$ cat config.mk
export PLATFORM = sky130hd
export DESIGN_NAME = bsmg_isqrt
export DESIGN_NICKNAME = d
export VERILOG_FILES = /design/src/sv/bsmg_pkg.sv /design/src/sv/bsmg_isqrt.sv
export SDC_FILE = /design/constraint.sdc
export NUM_CORES = 1
export LEC_CHECK = 0
export ABC_AREA = 1
export BUFFER_PORTS_ARGS = -buffer_cell sky130_fd_sc_hd__buf_4
export CORE_MARGIN = 5
export CORE_UTILIZATION = 30
export DETAILED_ROUTE_END_ITERATION = 10
export GPL_TIMING_DRIVEN = 0
export PLACE_DENSITY = 0.48
export SLEW_MARGIN = 15
export SYNTH_ARGS = -nofsm -noshare
export SYNTH_HDL_FRONTEND = slang
export SYNTH_SLANG_ARGS = --single-unit
$ cat constraint.sdc
create_clock -name i_clk -period 7.9 [get_ports i_clk]
set_input_delay 0.79 -clock i_clk [delete_from_list [all_inputs] [get_ports i_clk]]
set_output_delay 0.79 -clock i_clk [all_outputs]
set_load 0.03 [all_outputs]
$ cat src/sv/bsmg_pkg.sv
package bsmg_pkg;

    localparam int DEF_MAX_SPHERES        = 1024;
    localparam int DEF_MAX_CELLS_PER_AXIS = 8;
    localparam int DEF_MAX_PER_CELL       = 32;

    localparam int COORD_W   = 32;
    localparam int RAD_W     = 31;
    localparam int CELLS_W   = 4;
    localparam int LEN_W     = 31;
    localparam int CFG_W     = 31;
    localparam int CFG_IDX_W = 3;
    localparam int SQ_W      = 66;
    localparam int ROOT_W    = 34;
    localparam int GAP_W     = 36;

    localparam logic [COORD_W-1:0] INFINITY  = 32'h7FFF_FFFF;
    localparam logic [COORD_W-1:0] NEG_LIMIT = 32'h8000_0000;

    localparam logic [CFG_IDX_W-1:0] REG_CELLS_X = 3'd0;
    localparam logic [CFG_IDX_W-1:0] REG_CELLS_Y = 3'd1;
    localparam logic [CFG_IDX_W-1:0] REG_CELLS_Z = 3'd2;
    localparam logic [CFG_IDX_W-1:0] REG_LEN_X   = 3'd3;
    localparam logic [CFG_IDX_W-1:0] REG_LEN_Y   = 3'd4;
    localparam logic [CFG_IDX_W-1:0] REG_LEN_Z   = 3'd5;

    typedef struct packed {
        logic            start;
        logic [SQ_W-1:0] radicand;
    } t_sqrt_req;

    typedef struct packed {
        logic              done;
        logic [ROOT_W-1:0] root;
    } t_sqrt_rsp;

endpackage

$ cat src/sv/bsmg_isqrt.sv
module bsmg_isqrt (
    input  logic                i_clk,
    input  logic                i_rst_n,
    input  bsmg_pkg::t_sqrt_req i_req,
    output bsmg_pkg::t_sqrt_rsp o_rsp
);
    import bsmg_pkg::*;

    localparam int STEPS = ROOT_W;
    localparam int PAD_W = 2 * ROOT_W;
    localparam int REM_W = ROOT_W + 2;
    localparam int CNT_W = $clog2(STEPS + 1);

    logic [PAD_W-1:0]  r_rad;
    logic [REM_W-1:0]  r_rem;
    logic [ROOT_W-1:0] r_root;
    logic [CNT_W-1:0]  r_cnt;
    logic              r_busy;
    logic              r_done;

    logic [REM_W+1:0]  rem_sh;
    logic [REM_W+1:0]  trial;
    logic              ge;

    assign rem_sh = {r_rem, r_rad[PAD_W-1 -: 2]};
    assign trial  = (REM_W + 2)'({r_root, 2'b01});
    assign ge     = (rem_sh >= trial);

    always_ff @(posedge i_clk) begin
        if (!i_rst_n) begin
            r_busy <= 1'b0;
            r_done <= 1'b0;
            r_cnt  <= '0;
        end else begin
            r_done <= 1'b0;
            if (i_req.start) begin
                r_rad  <= PAD_W'(i_req.radicand);
                r_rem  <= '0;
                r_root <= '0;
                r_cnt  <= CNT_W'(STEPS);
                r_busy <= 1'b1;
            end else if (r_busy) begin
                r_rad  <= {r_rad[PAD_W-3:0], 2'b00};
                r_rem  <= ge ? REM_W'(rem_sh - trial) : REM_W'(rem_sh);
                r_root <= {r_root[ROOT_W-2:0], ge};
                r_cnt  <= r_cnt - CNT_W'(1);
                if (r_cnt == CNT_W'(1)) begin
                    r_busy <= 1'b0;
                    r_done <= 1'b1;
                end
            end
        end
    end

    assign o_rsp.done = r_done;
    assign o_rsp.root = r_root;

endmodule

==> results of run 1 <==
logic make-up (layout without fill, tap and decap cells):
logic type	after synthesis	after routing	synth area share, %
AOI/OAI and AO/OA	80	80	5.23
xor gates and xnor gates	18	18	1.73
adders and majority gates	38	38	5.20
buffers and inverters	213	352	9.26
DFF	146	146	47.1
and+or+nand+nor	718	718	31.5
worst max-delay path: cells and delay by family (launching register included):
| family | cells | cell delay (ps) |
|---|---|---|
| simple gates | 10 | 1060 |
| buf+inv | 3 | 430 |
| fa+ha+maj | 1 | 270 |
| flops | 1 | 390 |
| compound gates | 1 | 260 |
cell type report:
class | instances | area share, %
multi-input combinational | 854 | 36.0
clock buffer | 17 | 3.83
inverter | 181 | 6.12
clock inverter | 15 | 1.45
buffer | 32 | 1.50
timing repair buffer | 107 | 7.87
sequential | 146 | 38.8
tap | 396 | 4.46
power by group:
group	internal [mW]	total, mW	switching [mW]
combinational	0.204	0.573	0.369
sequential	0.923	0.947	0.0241
clock	0.425	0.826	0.402
total	1.55	2.35	0.795
how the worst min path moves through the flow:
stage | from | endpoint | slack [ps]
4_1_cts | r_cnt[5]$_SDFFE_PN0N_ | r_cnt[5]$_SDFFE_PN0N_ | 480
5_1_grt | r_cnt[5]$_SDFFE_PN0N_ | r_cnt[5]$_SDFFE_PN0N_ | 520
3_5_place_dp | r_cnt[5]$_SDFFE_PN0N_ | r_cnt[5]$_SDFFE_PN0N_ | 470
2_1_floorplan | r_cnt[5]$_SDFFE_PN0N_ | r_cnt[5]$_SDFFE_PN0N_ | 450
6_report | r_cnt[5]$_SDFFE_PN0N_ | r_cnt[5]$_SDFFE_PN0N_ | 480
3_3_place_gp | r_cnt[5]$_SDFFE_PN0N_ | r_cnt[5]$_SDFFE_PN0N_ | 460
metrics by stage:
stage	area [sq um]	TNS, ps
after floorplan	9140	0
after CTS	11100	0
after global placement	10400	-421640
final	11100	0
after detailed placement	10500	0
after global routing	11100	0
registers in the layout, indices dropped and copies added (netlist names):
register and flops:
r_cnt 6, r_rad 68, r_rem 36, r_done 1, r_busy 1, r_root 34
metal layers:
layer  routed length (um)  GRT usage [%]  vias to the layer above  share of wire, %
li1                     -              -                     4041                 -
met1                11700           20.0                     3438                48
met2                11000           24.3                      163                45
met3                 1390           3.49                       31               5.7
met4                  379           3.79                        0               1.5
met5                    0              0                        -                 0
synth_stat cells, drive strengths merged, types with 2 or more instances:
cell type / n
nand3: 20
edfxtp: 138
inv: 181
xnor2: 2
a31oi: 2
nand4: 10
a21oi: 45
nor3: 9
xor2: 16
buf: 10
dfxtp: 8
nand3b: 9
clkbuf: 22
and3: 2
nor2: 139
o21bai: 24
o21ai: 5
ha: 38
nand2: 517
and2: 8
==> reports/metrics.csv, run 1 <==
metric,value,unit
status,finished clean,
grt_max_degree,28,
grt_first_pass_wirelength,40300,um
critPathLaunch,r_root[0]$_SDFFCE_PP0P_,
dp_hpwl,19100,um
synthArstFlopShare,0,%
wl_per_cell,14.0,um
cap_viol_max_count,0,
slowest_stage,edfxtp_1,
place_ws,4820,ps
setup_viol_count_final,0,
rrSetupSlack,5200,ps
max-vdd-ir-drop,0.149,mV
clk_path_buf_depth,2,
die-height,185,um
leakage,5.56,nW
fmax,371,MHz
drc,0,
relSlewSlack,53.4,%
syn2layout_area_growth,21.5,%
crit_end,r_rem[20]$_SDFFCE_PP0P_,
finalPower,2.35,mW
synthTopCellsByArea,"edfxtp_1 (45%), nand2_1 (21%), inv_1 (7.4%)",
core_area,0.0303,sq mm
cts_buffers,17,
grt_usage,14.9,%
crit_fanout,10,
rsz0062_at_grt,no,
antenna_cells,0,
syn-num-nets,1320,
cts-hold-fix-buffers,0,
first_pass_iters,5,
fin_crit_sh,34.1,%
hold_class,reg2reg,
fillers,3305,
yosysTopAreaCellShare,45.4,%
fin_hold_ws,478,ps
wirelength,24500,um
io-pin-count,104,
worst_path_most_repeated_cell,nand2_1,
clkSinkCount,146,
cts_resized,0,
hold_violations,0,
tritoncts,built,
overflow,0,
die_w,185,um
clkSlewWorstSetupHoldPaths,70,ps
critPathMaxStageDelay,390,ps
yosys.cell_types.count,38,
hold-path-cell-count,2,
power.density,211,mW/mm^2
drive_gt1_share,12.1,%
final_cell_mix,"nand2_1 (511), inv_1 (180), edfxtp_1 (138), nor2_1 (136), buf_4 (105)",
die-area,0.0340,sq mm
fin_util,36.6,%
antenna_found_initial,1,
worstPathCellList,inv_1 -> ha_1 -> clkbuf_2 -> nand3_1 -> nand2_2 -> nand2_1 -> nand2_2 -> nand2_1 -> nand2_1 -> nand2_1 -> nand2_2 -> nand2_4 -> buf_6 -> a21oi_1 -> nor2_1,
numPlacedInstances,1716,
io_buffers,102,
drtIter0Drc,400,
synth-edff-count,138,
end_kind,register,
nets,1446,
setup_ws,5200,ps
slew_viol_final,0,
root_buffer,clkbuf_16,
htreeDepth,4,
syn_inst,1213,
ys_ff_latch,146,
skew,13.8,ps
grt_pass1_vias,7954,
timing.rr.start,r_root[0]$_SDFFCE_PP0P_,
syn_area_per_cell,7.53,sq um
yosysWarnings,0,
r2r-end,r_rem[20]$_SDFFCE_PP0P_,
ant_nets,0,
vias_per_cell,4.39,
clk_latency,450,ps
cp_data_arrival_time,2880,ps
yosys.area.top_type,edfxtp_1,
cp.required,8080,ps
final_cells,1748,
final_common_cell,nand2_1,
num_rows,64,
startpoint_type,register,
gp_congestion,0.863,
synth_flop_cell,edfxtp_1,
regArea,0.00430,sq mm
vias,7673,
post-cts-setup-buffers,0,
ff2ff_path_depth,15,
syn_area,0.00914,sq mm
critPathKind,reg2reg,
initial_core_util,30.1,%
tightest_slew,699,ps
multiInputGateArea,0.00400,sq mm
yosysSeqAreaShare,47.1,%
period_minus_slack,2700,ps
No activity file was read; power rests on OpenSTA's default activity.
==> inputs of run 2 (changes only) <==
Settings changed: PLACE_DENSITY 0.48 to 0.47.
Clock period 7.9 ns to 2.7 ns, I/O delays scaled along.
==> reports/metrics.csv, run 2 (synthesis results as in run 1) <==
metric,value,unit,change
p_clk_share,35.5,%,+0.3 points
cts_buffers,17,,unchanged
drc,0,,unchanged
worst_path_most_repeated_cell,a21oi_1,,
top_register,r_rad,,
critPathMaxStageDelay,420,ps,+30 ps
io_buffers,102,,unchanged
tightest_slew,706,ps,+7.57 ps
grt_first_pass_wirelength,40600,um,+0.75%
crit_fanout,10,,unchanged
root_buffer,clkbuf_16,,
grt_usage,15.0,%,+0.11 points
fin_util,36.9,%,+0.34 points
ant_nets,0,,unchanged
end_kind,register,,
critPathKind,reg2reg,,
reg.largest.list,"r_rad (68), r_rem (36), r_root (34)",,
final_cell_mix,"nand2_1 (510), inv_1 (180), edfxtp_1 (138), nor2_1 (128), buf_4 (106)",,
slew_viol_final,0,,unchanged
die-height,185,um,unchanged
cap_viol_max_count,0,,unchanged
final_common_cell,nand2_1,,
startpoint_type,register,,
antenna_cells,0,,unchanged
initial_core_util,30.1,%,unchanged
wl_per_cell,14.2,um,+1.1%
hold_violations,0,,unchanged
setup_tns,0,ps,unchanged
leakage,5.57,nW,+0.25%
clk_latency,440,ps,about the same
drive_gt1_share,13.6,%,+1.5 points
fillers,3275,,-0.91%
period_minus_slack,2490,ps,-204 ps
power.density,620,mW/mm^2,+190%
critPathBufInv,1,,-2
relSlewSlack,52.8,%,-0.62 points
core_area,0.0303,sq mm,unchanged
path_delay_family,compound AO/OA/AOI/OAI gates,,
grt_max_degree,28,,unchanged
wirelength,24800,um,+1.2%
worstPathCellList,ha_1 -> a21oi_1 -> and2_1 -> nand2_1 -> a21oi_1 -> nand4_4 -> buf_4 -> o21bai_1 -> nor2_1,,
clkSinkCount,146,,unchanged
largest_reg_flops,68,,unchanged
cp_data_arrival_time,2680,ps,-200 ps
power.switching,2.31,mW,+190%
drtIter0Drc,481,,+20%
p_int,4.64,mW,+200%
tritoncts,built,,
overflow,0,,unchanged
num_rows,64,,unchanged
place_ws,-24.0,ps,-4850 ps
max-vdd-ir-drop,0.385,mV,+160%
grt_pass1_vias,7855,,-1.2%
seq_power_share,39.9,%,-0.5 points
switching_share,33.2,%,-0.65 points
status,finished clean,,
fin_crit_sh,92.3,%,+58 points
gp_congestion,0.870,,+0.76%
die-area,0.0340,sq mm,unchanged
clk_path_buf_depth,2,,unchanged
syn2layout_area_growth,22.6,%,
clkSlewWorstSetupHoldPaths,80,ps,about the same
setup_viol_count_final,0,,unchanged
vias,7646,,-0.35%
setup_ws,209,ps,-5000 ps
antenna_found_initial,1,,unchanged
htreeDepth,4,,unchanged
fmax,401,MHz,+8.2%
nets,1447,,+0.069%
first_pass_iters,6,,+1
slowest_stage,edfxtp_1,,
p_comb_share,24.7,%,+0.3 points
vias_per_cell,4.37,,-0.41%
die_w,185,um,unchanged
hold_class,in2reg,,
io-pin-count,104,,unchanged
dp_hpwl,19200,um,+0.52%
cp.required,2880,ps,-5200 ps
skew,16.2,ps,+2.40 ps
run 2: cell types whose count changed in the layout (fill, tap and decap cells not counted), moves of 3 or more:
cell,before,now
ha_2,0,6
a21oi_2,1,4
clkinv_8,3,0
nor2_4,1,4
a21oi_1,44,41
nor2_2,2,7
ha_1,38,32
nor2_1,136,128
run 2: worst reg2reg max path: cells and delay by family (launching register included):
kind / cells / cell delay, ps
compound gates: 3 / 640
simple gates: 4 / 560
flops: 1 / 420
fa+ha+maj: 1 / 350
buf+inv: 1 / 250
run 2: power by group through the flow:
stage                     combinational, mW  sequential (mW)  clock [mW]
after floorplan                        1.11             2.87           0
after global placement                 1.67             2.83           0
after detailed placement               1.70             2.82           0
after CTS                              1.71             2.78        2.52
after global routing                   1.96             2.79        2.61
final                                  1.71             2.77        2.46
run 2: cell type report:
cell class              count  area [sq um]  area share [%]
plain buffers              32           188            1.68
clock buffers              18           429            3.83
clock inverters            14           160            1.43
inverters                 181           679            6.06
multi-input cells         854          4060            36.2
flip-flops and latches    146          4310            38.4
well taps                 396           495            4.42
repair buffers            108           888            7.93
run 2: repair_timing:
action | in CTS | in global routing
buffers inserted | 0 | 1
hold buffers | 0 | 0
endpoints found under the setup margin | 2 | 27
resized for setup | 2 | 17
run 2: worst paths after layout:
kind | startpoint | to | slack (ps) | depth (start not counted)
worst max-delay path | r_rem[27]$_SDFFCE_PP0P_ | r_rem[20]$_SDFFCE_PP0P_ | 210 | 9
worst min-delay path | i_req[18] | r_rad[18]$_DFFE_PP_ | 90 | 3
worst max register to register | r_rem[27]$_SDFFCE_PP0P_ | r_rem[20]$_SDFFCE_PP0P_ | 210 | 9
worst min register to register | r_cnt[5]$_SDFFE_PN0N_ | r_cnt[5]$_SDFFE_PN0N_ | 490 | 2
run 2: stage by stage:
stage               total power, mW  area [sq um]  std cells  hold slack, ps
floorplan                      3.98          9180       1213             443
global placement               4.50         10400       1711             465
detailed placement             4.52         10600       1716             477
CTS                            7.00         11100       1748            74.9
global route                   7.35         11200       1749            83.5
finish                         6.95         11200       1749            93.4
run 2: metal layers:
layer	GRT usage (%)	wire [um]	up-vias
li1	-	-	4034
met1	20.4	12000	3423
met2	24.1	11000	164
met3	3.57	1320	25
met4	3.90	411	0
met5	0	0	-
